### src/hdl/buddy_tree_allocator_top_defines.svh
// ---------------------------------------------------------------------------
// Buddy tree allocator assertion macros
// Shared concurrent check forms, clocked on i_clk, quiet in reset.
// ---------------------------------------------------------------------------
`ifndef BUDDY_TREE_ALLOCATOR_TOP_DEFINES_SVH
`define BUDDY_TREE_ALLOCATOR_TOP_DEFINES_SVH

// Same-cycle implication.
`define BTA_ASSERT_IMP(lbl, ante, cons, msg) \
    lbl: assert property (@(posedge i_clk) disable iff (!i_rst_n) (ante) |-> (cons)) \
        else $error(msg);

// Next-cycle implication.
`define BTA_ASSERT_NXT(lbl, ante, cons, msg) \
    lbl: assert property (@(posedge i_clk) disable iff (!i_rst_n) (ante) |=> (cons)) \
        else $error(msg);

`endif

### src/hdl/bta_pkg.sv
// ---------------------------------------------------------------------------
// Buddy tree allocator package
// Widths, codes and request/response types.
// ---------------------------------------------------------------------------
`default_nettype none

package bta_pkg;

    localparam int ORDER_LIMIT = 10;
    localparam int NODE_COUNT  = 1 << ORDER_LIMIT;
    localparam int ADDR_W      = $clog2(NODE_COUNT);
    localparam int IDX_W       = ADDR_W + 1;
    localparam int ORD_W       = 4;
    localparam int OFF_W       = 10;
    localparam int CNT_W       = 11;
    localparam int CNT_DEPTH   = ORDER_LIMIT + 1;
    localparam int CNT_AW      = $clog2(CNT_DEPTH);

    localparam logic [ORD_W-1:0] TOP_RESET = ORD_W'(ORDER_LIMIT);

    localparam logic [CNT_W-1:0] CNT_INC1 = CNT_W'(1);
    localparam logic [CNT_W-1:0] CNT_INC2 = CNT_W'(2);
    localparam logic [CNT_W-1:0] CNT_DEC1 = {CNT_W{1'b1}};
    localparam logic [CNT_W-1:0] CNT_DEC2 = {{(CNT_W-1){1'b1}}, 1'b0};

    localparam logic [1:0] OP_FIND   = 2'd0;
    localparam logic [1:0] OP_SPLIT  = 2'd1;
    localparam logic [1:0] OP_OCCUPY = 2'd2;
    localparam logic [1:0] OP_RETURN = 2'd3;

    localparam logic [2:0] ST_OK    = 3'd0;
    localparam logic [2:0] ST_NONE  = 3'd1;
    localparam logic [2:0] ST_RANGE = 3'd2;
    localparam logic [2:0] ST_STATE = 3'd3;
    localparam logic [2:0] ST_COUNT = 3'd4;
    localparam logic [2:0] ST_TREE  = 3'd5;

    typedef enum logic [1:0] {
        ND_ABSENT = 2'd0,
        ND_FREE   = 2'd1,
        ND_OCC    = 2'd2,
        ND_SPLIT  = 2'd3
    } t_node;

    typedef struct packed {
        logic [1:0]       operation;
        logic [ORD_W-1:0] block_order;
        logic [OFF_W-1:0] block_offset;
        logic [ORD_W-1:0] split_target;
    } t_req;

    typedef struct packed {
        logic [2:0]       status;
        logic [ORD_W-1:0] result_order;
        logic [OFF_W-1:0] result_offset;
    } t_rsp;

endpackage

`default_nettype wire

### src/hdl/buddy_tree_allocator_top.sv
// ---------------------------------------------------------------------------
// Buddy tree allocator
// Heap-ordered buddy tree in node and leaf RAMs with per-order free counts.
// ---------------------------------------------------------------------------
//  channel   | ports                      | handshake
//  ----------+----------------------------+-------------------------------
//  request   | i_req                      | start high while busy low
//  response  | o_rsp                      | o_done pulse, one cycle, no stall
//  config    | i_cfg_data                 | i_cfg_we, taken on any edge
//
//  One request at a time; each tree access is a registered RAM read
//  then a compare. Decode and state check come first, then split halves
//  the block level by level, occupy climbs the tree, return merges buddies
//  and undoes occupied marks; find scans the orders, visits nodes and steps
//  back up the tree.
//  Reset and every top_order write run a clearing pass over every RAM
//  address with busy high. The receiver cannot stall responses.
// ---------------------------------------------------------------------------
`default_nettype none
`include "buddy_tree_allocator_top_defines.svh"

module buddy_tree_allocator_top
    import bta_pkg::*;
(
    input  wire logic             i_clk,
    input  wire logic             i_rst_n,
    input  wire logic             start,
    output logic                  busy,
    input  wire t_req             i_req,
    output t_rsp                  o_rsp,
    output logic                  o_done,
    input  wire logic             i_cfg_we,
    input  wire logic [ORD_W-1:0] i_cfg_data
);

    typedef enum logic [29:0] {
        S_CLEAR = 30'd1 << 0,  S_IDLE = 30'd1 << 1,  S_DEC  = 30'd1 << 2,
        S_FSCAN = 30'd1 << 3,  S_FVIS = 30'd1 << 4,  S_FCHK = 30'd1 << 5,
        S_FUP   = 30'd1 << 6,  S_CHK0 = 30'd1 << 7,  S_SRDL = 30'd1 << 8,
        S_SRDR  = 30'd1 << 9,  S_SCKR = 30'd1 << 10, S_SW1  = 30'd1 << 11,
        S_SW2   = 30'd1 << 12, S_SW3  = 30'd1 << 13, S_OW   = 30'd1 << 14,
        S_OP    = 30'd1 << 15, S_OB   = 30'd1 << 16, S_OC   = 30'd1 << 17,
        S_OW2   = 30'd1 << 18, S_RW   = 30'd1 << 19, S_RP   = 30'd1 << 20,
        S_RB    = 30'd1 << 21, S_RC   = 30'd1 << 22, S_RM1  = 30'd1 << 23,
        S_RM2   = 30'd1 << 24, S_RM3  = 30'd1 << 25, S_UP   = 30'd1 << 26,
        S_UL    = 30'd1 << 27, S_UC   = 30'd1 << 28, S_UW   = 30'd1 << 29
    } t_state;

    // Control and working registers
    t_state             r_state, n_state;
    logic [ORD_W-1:0]   r_top;
    logic [1:0]         r_op, n_op;
    logic [ORD_W-1:0]   r_ord, n_ord;
    logic [ORD_W-1:0]   r_tgt, n_tgt;
    logic [ORD_W-1:0]   r_scan, n_scan;
    logic [OFF_W-1:0]   r_off, n_off;
    logic [IDX_W-1:0]   r_idx, n_idx;
    logic [IDX_W-1:0]   r_ci, n_ci;
    logic [ORD_W-1:0]   r_co, n_co;
    logic               r_fail, n_fail;
    logic [ADDR_W-1:0]  r_clr_cnt;
    logic               r_done, n_done;
    t_rsp               r_rsp, n_rsp;
    logic [CNT_W-1:0]   r_cnt [CNT_DEPTH];

    // Tree storage
    t_node              r_node_mem [NODE_COUNT];
    logic               r_leaf_mem [NODE_COUNT];
    t_node              r_node_q;
    logic               r_leaf_q;
    logic [ORD_W-1:0]   r_rd_ord;

    // RAM access for the current cycle
    logic [IDX_W-1:0]   mem_idx;
    logic [ORD_W-1:0]   mem_ord;
    logic               node_we, leaf_we, leaf_wd;
    t_node              node_wd;
    logic [IDX_W-1:0]   leaf_sub;
    logic [ADDR_W-1:0]  node_addr, leaf_addr;

    // Free count port
    logic [CNT_AW-1:0]  cnt_sel;
    logic               cnt_we;
    logic [CNT_W-1:0]   cnt_delta, cnt_rd;

    t_node              cur;
    logic [IDX_W-1:0]   lvl_size, base_idx, lvl_co, lchild_idx, par_idx;
    logic               in_range, child_fail;
    logic [ORD_W-1:0]   ord_dn, ord_up;

    assign busy   = (r_state != S_IDLE);
    assign o_done = r_done;
    assign o_rsp  = r_rsp;

    // Read data of the previous cycle, leaves decode to free or occupied
    assign cur = (r_rd_ord == '0) ? (r_leaf_q ? ND_FREE : ND_OCC) : r_node_q;

    assign lvl_size   = IDX_W'(1) << (r_top - r_ord);
    assign base_idx   = lvl_size + IDX_W'(r_off);
    assign in_range   = (r_ord <= r_top) && (IDX_W'(r_off) < lvl_size);
    assign lvl_co     = IDX_W'(1) << (r_top - r_co);
    assign lchild_idx = {r_idx[IDX_W-2:0], 1'b0};
    assign par_idx    = {1'b0, r_idx[IDX_W-1:1]};
    assign ord_dn     = r_ord - ORD_W'(1);
    assign ord_up     = r_ord + ORD_W'(1);

    // Child of a split must be absent; a leaf child must not be free
    assign child_fail = (r_rd_ord != '0) ? (cur != ND_ABSENT) : (cur == ND_FREE);

    assign leaf_sub  = mem_idx - (IDX_W'(1) << r_top);
    assign node_addr = (r_state == S_CLEAR) ? r_clr_cnt : mem_idx[ADDR_W-1:0];
    assign leaf_addr = (r_state == S_CLEAR) ? r_clr_cnt : leaf_sub[ADDR_W-1:0];
    assign cnt_rd    = r_cnt[cnt_sel];

    always_comb begin
        n_state   = r_state;
        n_op      = r_op;
        n_ord     = r_ord;
        n_tgt     = r_tgt;
        n_scan    = r_scan;
        n_off     = r_off;
        n_idx     = r_idx;
        n_ci      = r_ci;
        n_co      = r_co;
        n_fail    = r_fail;
        n_done    = 1'b0;
        n_rsp     = r_rsp;
        mem_idx   = r_idx;
        mem_ord   = r_ord;
        node_we   = 1'b0;
        node_wd   = ND_ABSENT;
        leaf_we   = 1'b0;
        leaf_wd   = 1'b0;
        cnt_sel   = CNT_AW'(r_ord);
        cnt_we    = 1'b0;
        cnt_delta = CNT_INC1;

        unique case (r_state)
            S_CLEAR: begin
                // Sweep both RAMs; root comes back free
                node_we = 1'b1;
                node_wd = (r_clr_cnt == ADDR_W'(1) && r_top != '0) ? ND_FREE : ND_ABSENT;
                leaf_we = 1'b1;
                leaf_wd = (r_clr_cnt == '0 && r_top == '0);
                if (r_clr_cnt == '1) begin
                    n_state = S_IDLE;
                end
            end
            S_IDLE: begin
                if (start) begin
                    n_op    = i_req.operation;
                    n_ord   = i_req.block_order;
                    n_off   = i_req.block_offset;
                    n_tgt   = i_req.split_target;
                    n_scan  = i_req.block_order;
                    n_state = S_DEC;
                end
            end
            S_DEC: begin
                n_idx   = base_idx;
                mem_idx = base_idx;
                n_fail  = 1'b0;
                n_rsp   = '0;
                case (r_op)
                    OP_FIND: begin
                        n_state = S_FSCAN;
                    end
                    OP_SPLIT: begin
                        if (r_ord > r_top || r_tgt > r_ord) begin
                            n_rsp.status = ST_RANGE;
                            n_done = 1'b1;
                            n_state = S_IDLE;
                        end else if (r_ord == r_tgt || !in_range) begin
                            n_rsp.status = in_range ? ST_OK : ST_RANGE;
                            n_done = 1'b1;
                            n_state = S_IDLE;
                        end else begin
                            n_state = S_CHK0;
                        end
                    end
                    default: begin
                        if (!in_range) begin
                            n_rsp.status = ST_RANGE;
                            n_done = 1'b1;
                            n_state = S_IDLE;
                        end else begin
                            n_state = S_CHK0;
                        end
                    end
                endcase
            end
            S_FSCAN: begin
                // Advance to the first order with a nonzero free count
                cnt_sel = CNT_AW'(r_scan);
                if (r_scan > r_top) begin
                    n_rsp.status = ST_NONE;
                    n_done = 1'b1;
                    n_state = S_IDLE;
                end else if (cnt_rd != '0) begin
                    n_idx   = IDX_W'(1);
                    n_ord   = r_top;
                    n_state = S_FVIS;
                end else begin
                    n_scan = r_scan + ORD_W'(1);
                end
            end
            S_FVIS: begin
                n_state = (r_ord < r_scan) ? S_FUP : S_FCHK;
            end
            S_FCHK: begin
                if (cur == ND_FREE) begin
                    n_rsp.status        = ST_OK;
                    n_rsp.result_order  = r_ord;
                    n_rsp.result_offset = OFF_W'(r_idx - lvl_size);
                    n_done  = 1'b1;
                    n_state = S_IDLE;
                end else if (cur == ND_SPLIT && r_ord != '0) begin
                    n_idx   = lchild_idx;
                    n_ord   = ord_dn;
                    n_state = S_FVIS;
                end else begin
                    n_state = S_FUP;
                end
            end
            S_FUP: begin
                // Climb past right children, then step to the right sibling
                if (r_idx == IDX_W'(1)) begin
                    n_rsp.status = ST_COUNT;
                    n_done = 1'b1;
                    n_state = S_IDLE;
                end else if (r_idx[0]) begin
                    n_idx = par_idx;
                    n_ord = ord_up;
                end else begin
                    n_idx   = r_idx + IDX_W'(1);
                    n_state = S_FVIS;
                end
            end
            S_CHK0: begin
                if ((r_op == OP_RETURN) ? (cur != ND_OCC) : (cur != ND_FREE)) begin
                    n_rsp.status = ST_STATE;
                    n_done = 1'b1;
                    n_state = S_IDLE;
                end else begin
                    case (r_op)
                        OP_SPLIT:  n_state = S_SRDL;
                        OP_OCCUPY: n_state = S_OW;
                        default:   n_state = S_RW;
                    endcase
                end
            end
            S_SRDL: begin
                mem_idx = lchild_idx;
                mem_ord = ord_dn;
                n_state = S_SRDR;
            end
            S_SRDR: begin
                n_fail  = child_fail;
                mem_idx = lchild_idx | IDX_W'(1);
                mem_ord = ord_dn;
                n_state = S_SCKR;
            end
            S_SCKR: begin
                if (r_fail || child_fail) begin
                    n_rsp.status = ST_TREE;
                    n_done = 1'b1;
                    n_state = S_IDLE;
                end else begin
                    n_state = S_SW1;
                end
            end
            S_SW1: begin
                node_we   = 1'b1;
                node_wd   = ND_SPLIT;
                cnt_we    = 1'b1;
                cnt_delta = CNT_DEC1;
                n_state   = S_SW2;
            end
            S_SW2, S_SW3: begin
                mem_idx = (r_state == S_SW2) ? lchild_idx : (lchild_idx | IDX_W'(1));
                mem_ord = ord_dn;
                node_we = (ord_dn != '0);
                node_wd = ND_FREE;
                leaf_we = (ord_dn == '0);
                leaf_wd = 1'b1;
                if (r_state == S_SW2) begin
                    cnt_sel   = CNT_AW'(ord_dn);
                    cnt_we    = 1'b1;
                    cnt_delta = CNT_INC2;
                    n_state   = S_SW3;
                end else begin
                    n_idx = lchild_idx;
                    n_ord = ord_dn;
                    if (ord_dn == r_tgt) begin
                        n_rsp.status = ST_OK;
                        n_done = 1'b1;
                        n_state = S_IDLE;
                    end else begin
                        n_state = S_SRDL;
                    end
                end
            end
            S_OW: begin
                node_we   = (r_ord != '0);
                node_wd   = ND_OCC;
                leaf_we   = (r_ord == '0);
                leaf_wd   = 1'b0;
                cnt_we    = 1'b1;
                cnt_delta = CNT_DEC1;
                n_state   = S_OP;
            end
            S_OP, S_RP, S_UP: begin
                mem_idx = par_idx;
                mem_ord = ord_up;
                if (r_ord == r_top) begin
                    if (r_state == S_OP) begin
                        n_rsp.status = ST_OK;
                        n_done = 1'b1;
                        n_state = S_IDLE;
                    end else if (r_state == S_RP) begin
                        n_ci = r_idx;
                        n_co = r_ord;
                        n_state = S_UP;
                    end else begin
                        n_rsp.status        = ST_OK;
                        n_rsp.result_order  = r_co;
                        n_rsp.result_offset = OFF_W'(r_ci - lvl_co);
                        n_done  = 1'b1;
                        n_state = S_IDLE;
                    end
                end else begin
                    case (r_state)
                        S_OP:    n_state = S_OB;
                        S_RP:    n_state = S_RB;
                        default: n_state = S_UL;
                    endcase
                end
            end
            S_OB: begin
                n_fail  = (cur != ND_SPLIT);
                mem_idx = r_idx ^ IDX_W'(1);
                n_state = S_OC;
            end
            S_OC: begin
                if (r_fail || cur != ND_OCC) begin
                    n_rsp.status = ST_OK;
                    n_done = 1'b1;
                    n_state = S_IDLE;
                end else begin
                    n_state = S_OW2;
                end
            end
            S_OW2, S_UW, S_RM3: begin
                mem_idx = par_idx;
                node_we = 1'b1;
                case (r_state)
                    S_OW2: begin
                        node_wd = ND_OCC;
                        n_state = S_OP;
                    end
                    S_UW: begin
                        node_wd = ND_SPLIT;
                        n_state = S_UP;
                    end
                    default: begin
                        node_wd   = ND_FREE;
                        cnt_sel   = CNT_AW'(ord_up);
                        cnt_we    = 1'b1;
                        cnt_delta = CNT_INC1;
                        n_state   = S_RP;
                    end
                endcase
                n_idx = par_idx;
                n_ord = ord_up;
            end
            S_RW: begin
                node_we   = (r_ord != '0);
                node_wd   = ND_FREE;
                leaf_we   = (r_ord == '0);
                leaf_wd   = 1'b1;
                cnt_we    = 1'b1;
                cnt_delta = CNT_INC1;
                n_state   = S_RP;
            end
            S_RB: begin
                mem_idx = r_idx ^ IDX_W'(1);
                if (cur != ND_SPLIT && cur != ND_OCC) begin
                    n_rsp.status = ST_TREE;
                    n_done = 1'b1;
                    n_state = S_IDLE;
                end else begin
                    n_state = S_RC;
                end
            end
            S_RC: begin
                if (cur != ND_FREE) begin
                    n_ci = r_idx;
                    n_co = r_ord;
                    n_state = S_UP;
                end else begin
                    n_state = S_RM1;
                end
            end
            S_RM1, S_RM2: begin
                // Drop both halves of the merged pair
                mem_idx = (r_state == S_RM1) ? r_idx : (r_idx ^ IDX_W'(1));
                node_we = (r_ord != '0);
                node_wd = ND_ABSENT;
                leaf_we = (r_ord == '0);
                leaf_wd = 1'b0;
                if (r_state == S_RM1) begin
                    cnt_we    = 1'b1;
                    cnt_delta = CNT_DEC2;
                    n_state   = S_RM2;
                end else begin
                    n_state = S_RM3;
                end
            end
            S_UL: begin
                mem_idx = {r_idx[IDX_W-1:1], 1'b0};
                if (cur != ND_OCC) begin
                    n_rsp.status        = (cur == ND_ABSENT) ? ST_TREE : ST_OK;
                    n_rsp.result_order  = (cur == ND_ABSENT) ? '0 : r_co;
                    n_rsp.result_offset = (cur == ND_ABSENT) ? '0 : OFF_W'(r_ci - lvl_co);
                    n_done  = 1'b1;
                    n_state = S_IDLE;
                end else begin
                    n_state = S_UC;
                end
            end
            S_UC: begin
                if (cur == ND_ABSENT) begin
                    n_rsp.status        = ST_OK;
                    n_rsp.result_order  = r_co;
                    n_rsp.result_offset = OFF_W'(r_ci - lvl_co);
                    n_done  = 1'b1;
                    n_state = S_IDLE;
                end else begin
                    n_state = S_UW;
                end
            end
            default: begin
                n_state = S_IDLE;
            end
        endcase
    end

    // Control state; a top_order write restarts the clearing pass
    always_ff @(posedge i_clk) begin
        if (!i_rst_n) begin
            r_state   <= S_CLEAR;
            r_top     <= TOP_RESET;
            r_clr_cnt <= '0;
            r_done    <= 1'b0;
        end else if (i_cfg_we) begin
            r_state   <= S_CLEAR;
            r_top     <= (i_cfg_data > ORD_W'(ORDER_LIMIT)) ? ORD_W'(ORDER_LIMIT) : i_cfg_data;
            r_clr_cnt <= '0;
            r_done    <= 1'b0;
        end else begin
            r_state   <= n_state;
            r_clr_cnt <= (r_state == S_CLEAR) ? r_clr_cnt + ADDR_W'(1) : '0;
            r_done    <= n_done;
        end
    end

    always_ff @(posedge i_clk) begin
        r_op   <= n_op;
        r_ord  <= n_ord;
        r_tgt  <= n_tgt;
        r_scan <= n_scan;
        r_off  <= n_off;
        r_idx  <= n_idx;
        r_ci   <= n_ci;
        r_co   <= n_co;
        r_fail <= n_fail;
        r_rsp  <= n_rsp;
    end

    // Free counts: one read-modify-write per cycle, wrap in CNT_W bits
    always_ff @(posedge i_clk) begin
        if (!i_rst_n || i_cfg_we) begin
            for (int i = 0; i < CNT_DEPTH; i++) begin
                if (!i_rst_n) begin
                    r_cnt[i] <= (i == int'(TOP_RESET)) ? CNT_INC1 : '0;
                end else begin
                    r_cnt[i] <= (ORD_W'(i) == ((i_cfg_data > ORD_W'(ORDER_LIMIT)) ?
                                 ORD_W'(ORDER_LIMIT) : i_cfg_data)) ? CNT_INC1 : '0;
                end
            end
        end else if (cnt_we && cnt_sel < CNT_AW'(CNT_DEPTH)) begin
            r_cnt[cnt_sel] <= cnt_rd + cnt_delta;
        end
    end

    // Node and leaf RAMs, read data registered
    always_ff @(posedge i_clk) begin
        if (node_we) begin
            r_node_mem[node_addr] <= node_wd;
        end
        if (leaf_we) begin
            r_leaf_mem[leaf_addr] <= leaf_wd;
        end
        r_node_q <= r_node_mem[node_addr];
        r_leaf_q <= r_leaf_mem[leaf_addr];
        r_rd_ord <= mem_ord;
    end

    `BTA_ASSERT_IMP(a_done_from_work, o_done, $past(r_state != S_IDLE && r_state != S_CLEAR), "response without a request in flight")
    `BTA_ASSERT_NXT(a_done_pulse, o_done, !o_done, "response strobe longer than one cycle")
    `BTA_ASSERT_NXT(a_start_busy, start && !busy && !i_cfg_we, busy, "request taken but busy stayed low")
    `BTA_ASSERT_IMP(a_status_code, o_done, o_rsp.status <= ST_TREE, "undefined status code")

endmodule

`default_nettype wire
### config.mk
export PLATFORM = sky130hd
export DESIGN_NAME = buddy_tree_allocator_top
export DESIGN_NICKNAME = d
export VERILOG_FILES = /design/src/hdl/bta_pkg.sv /design/src/hdl/buddy_tree_allocator_top.sv
export VERILOG_INCLUDE_DIRS = /design/src /design/src/hdl
export SDC_FILE = /design/constraint.sdc
export NUM_CORES = 2
export LEC_CHECK = 0
export BUFFER_PORTS_ARGS = -buffer_cell sky130_fd_sc_hd__buf_2
export CAP_MARGIN = 20
export CORE_AREA = 2 2 692 694
export DETAILED_ROUTE_END_ITERATION = 10
export DIE_AREA = 0 0 694 696
export HOLD_SLACK_MARGIN = 0.15
export PLACE_DENSITY_LB_ADDON = 0.12
export SYNTH_ARGS = -nofsm -noshare
export SYNTH_HDL_FRONTEND = slang
export SYNTH_SLANG_ARGS = --single-unit
### constraint.sdc
create_clock -name i_clk -period 35.4 [get_ports i_clk]
set_clock_uncertainty 0.05 [all_clocks]
set_input_delay 7.08 -clock i_clk [delete_from_list [all_inputs] [get_ports i_clk]]
set_output_delay 7.08 -clock i_clk [all_outputs]
set_load 0.01 [all_outputs]
==> results.txt <==
----------------------------------------------------
[Status]
  Result of the run ... complete, no violations

[Setup path]
  Count of cells along the worst register-to-register path ... 20
  Critical path data arrival time ... 3950 ps
  Reg2reg end ... r_node_q[1]
  Crit path max fanout ... 8
  Data required time of the worst path ... about 28000 ps
  Minimum setup slack among reg-to-reg paths ... roughly 26000 ps
  Startpoint of the lowest-slack register-to-register path ... r_top[0]
  Crit path launch ... r_state[8]
  Critical path capture point type ... primary output
  Startpoint types ... flip-flop
  Type of the setup path with the least slack ... flip-flop to primary output

[Routing]
  Vias/cell ... around 5.3
  Number of DRC violations after detailed routing ... 0
  Wire length after detailed routing ... between 500 and 600 mm
  DRC violation total after the first TritonRoute iteration ... between 9000 and 10000
  Average wire per standard cell ... between 20 and 30 um
  Count of TritonRoute iterations in the first routing pass ... 6
  Number of nets with antenna violations after routing ... 0
  Vias after detailed routing ... ~92000

[Die]
  Area of the die ... between 400000 and 500000 um^2
  Starting Density ... 0.298
  Number of top-level pins ... 47
  Floorplan core area ... roughly 480000 um^2
  Core Rows ... about 250
  Overall die height ... between 600 and 700 um
  Die width ... 694 um

[Logic synthesis]
  Dominant cell type by area after synthesis ... sky130_fd_sc_hd__edfxtp_1
  Synth async-reset ratio ... 0
  Number of synthesized register bits ... 3367
  Post-Synthesis Cell Area ... around 140000 um^2
  Synth Area per Inst ... between 10 and 15 um^2
  Predominant post-synthesis flop cell ... sky130_fd_sc_hd__edfxtp_1
  Portion of synthesized cell area occupied by the leading cell type ... 0.700
  Number of enable-type register cells in the synthesized netlist ... 3315
  Register area share after synthesis ... 0.708
  Number of cells produced by synthesis ... approximately 11000
  Top post-synthesis cells by area ... sky130_fd_sc_hd__edfxtp_1 (70%), sky130_fd_sc_hd__nor2_1 (6.1%), sky130_fd_sc_hd__mux2i_1 (5.3%)
  Number of different library cells in the post-synthesis netlist ... 93
  Number of warnings reported in the yosys synthesis log ... 0

[Placed design]
  Minimum setup slack after placement ... 25390 ps
  Global placement routability congestion ... between 0.8 and 0.9
  Detailed-placement wirelength estimate ... roughly 280 mm
  Area of placed instances ... between 100000 and 150000 um^2
  Buffers added on ports ... 46

[Clock tree]
  Max H-tree Level ... 5
  Clock Latency Late Sink ... 1040 ps
  Clock tree from TritonCTS ... yes
  CTS Buffer Depth ... 4
  Number of buffers created by CTS ... just under 400
  Buffer type at the clock tree root ... sky130_fd_sc_hd__clkbuf_16
  Hold bufs inserted after CTS ... 0
  Count of buffers added by post-CTS timing repair for setup ... 0
  Post-cts resize count ... 0
  Clock transition at path regs ... approximately 60 ps
  Number of sinks on the clock net ... 3367

[Timing]
  Setup slack of the critical path after layout ... between 20000 and 25000 ps
  Count of final hold-check violations ... 0
  Slew margin rel. ... 0.105
  Setup Viol. Count Final ... 0
  Final Cycle Share ... 0.313
  Setup TNS ... 0 ps
  Transition time at the pin with the least slew margin ... 1340 ps
  Total count of max-transition violations in the final report ... 0
  Clock period minus final worst setup slack ... roughly 11000 ps
  Fmax ... around 0.090 GHz
  Post-route worst hold slack ... roughly 530 ps
  Setup repair after global routing missed its margin ... no

[Final layout]
  Net total in the final layout ... ~11000
  Number of inserted filler cells in the final layout ... 46600
  Final Cell Area ... ~160000 um^2
  Combined area of the multi-input logic cells ... 38300 um^2
  Share of layout cells above drive strength 1 ... 0.0902
  Leading cell types in the layout, fill and taps excluded ... sky130_fd_sc_hd__edfxtp_1 (3315), sky130_fd_sc_hd__nor2_1 (2304), sky130_fd_sc_hd__nand2_1 (761)
  Area growth from synthesis to layout ... 14.3%
  Storage cell area ... slightly above 100000 um^2
  Most common library cell in the layout ignoring fill and taps ... sky130_fd_sc_hd__edfxtp_1

[Global routing]
  Vias in the first global route ... between 90000 and 100k
  Overall track demand over capacity in global routing ... 0.204
  Maximum number of pins on one net before global-route repair ... roughly 280
  Overall overflow remaining after global route ... 0
  Number of antenna violations at the first check in global routing ... 35
  Global-route wire length before repair ... 708 mm

[Worst hold path]
  Hold wc startpoint ... r_fail
  Hold EP ... r_state[18]
  Tightest Hold Check Type ... flip-flop to flip-flop
  Number of cells on the worst hold path ... 1

[Run]
  Max-cap violations ... 0

[Power]
  IR Drop Worst-Case VDD ... roughly 0.047 mV
  Leakage power total ... ~0.055 uW
  Power density of the placed cells ... 52.2 nW/um^2

----------------------------------------------------
-- cells by family (layout without fill, tap and decap cells) --
logic type,Yosys count,in the layout,share of synthesized area
buf+inv,961,1132,0.0284
simple gates,3746,3746,0.110
fa+ha+maj,95,95,0.00873
compound gates,1806,1806,0.0883
other cells,1,57,0.0000264
mux,750,750,0.0528
xor+xnor,69,69,0.00425
flops,3367,3367,0.708
-- cell usage after synthesis (14+ instances only) --
library cell / instances
sky130_fd_sc_hd__a22oi_1: 135
sky130_fd_sc_hd__xor2_1: 20
sky130_fd_sc_hd__o21bai_1: 23
sky130_fd_sc_hd__xnor2_1: 49
sky130_fd_sc_hd__nand3_1: 102
sky130_fd_sc_hd__nand2_1: 834
sky130_fd_sc_hd__nor3_1: 85
sky130_fd_sc_hd__edfxtp_1: 3315
sky130_fd_sc_hd__buf_1: 138
sky130_fd_sc_hd__buf_4: 40
sky130_fd_sc_hd__clkbuf_1: 528
sky130_fd_sc_hd__nor4_1: 191
sky130_fd_sc_hd__o31ai_1: 14
sky130_fd_sc_hd__nor2_1: 2310
sky130_fd_sc_hd__dfxtp_1: 52
sky130_fd_sc_hd__a31oi_1: 23
sky130_fd_sc_hd__inv_1: 84
sky130_fd_sc_hd__a21o_1: 24
sky130_fd_sc_hd__o22ai_1: 498
sky130_fd_sc_hd__o21a_1: 15
sky130_fd_sc_hd__a22o_1: 237
sky130_fd_sc_hd__or4_1: 25
sky130_fd_sc_hd__a21oi_1: 410
sky130_fd_sc_hd__nand2b_1: 23
sky130_fd_sc_hd__and3_1: 20
sky130_fd_sc_hd__buf_2: 160
sky130_fd_sc_hd__nand4_1: 18
sky130_fd_sc_hd__o21ai_0: 58
sky130_fd_sc_hd__ha_1: 88
sky130_fd_sc_hd__mux2i_1: 750
sky130_fd_sc_hd__a221oi_1: 235
sky130_fd_sc_hd__nor2b_1: 29
-- power by group --
| group | total, uW | switching, uW | internal [uW] |
|---|---|---|---|
| sequential | 4370 | 7.02 | 4360 |
| combinational | 266 | 186 | 80.0 |
| clock | 3850 | 1660 | 2190 |
| total | 8480 | 1850 | 6630 |
-- cell type report --
cell class | instances | area share
Clock inverter | 210 | 0.0108
Tap cell | 6272 | 0.0483
Antenna cell | 2 | 0.0000308
Inverter | 85 | 0.00196
Multi-Input combinational cell | 6521 | 0.236
Clock buffer | 501 | 0.0630
Sequential cell | 3367 | 0.619
Timing Repair Buffer | 336 | 0.0205
-- how the worst max path moves through the flow --
stage          slack [ps]               end
6_report            24320              busy
2_1_floorplan       12140  r_node_mem[0][0]
5_1_grt             24120              busy
3_3_place_gp        25410              busy
4_1_cts             24300              busy
3_5_place_dp        25390              busy
-- registers in the layout, summed over array words and instances (netlist names), 10 cells and up --
name,count
r_leaf_mem,1024
r_cnt,176
r_clr_cnt,10
o_rsp,17
r_state,30
r_off,10
r_ci,10
r_idx,11
r_node_mem,2048
-- metal layers --
metal	track usage	wire length, um
met5	0	13
met4	0.0498	12500
met3	0.0241	29000
met2	0.349	247000
met1	0.274	219000
-- worst max-delay path, stage by stage (launching register included) --
cell	delay (ps)
sky130_fd_sc_hd__dfxtp_1	380
sky130_fd_sc_hd__or4_1	740
sky130_fd_sc_hd__nor4_2	590
sky130_fd_sc_hd__nand3_1	210
sky130_fd_sc_hd__nor3b_1	550
sky130_fd_sc_hd__inv_1	260
sky130_fd_sc_hd__buf_2	210
-- stage by stage --
stage | cells | total power, uW | util
floorplan | 10800 | 4670 | -
global placement | 16500 | 4720 | 0.314
detailed placement | 16600 | 4720 | 0.315
CTS | 17300 | 8560 | 0.340
global route | 17300 | 8730 | 0.341
finish | 17300 | 8480 | 0.341
(Power assumes the default switching activity.)
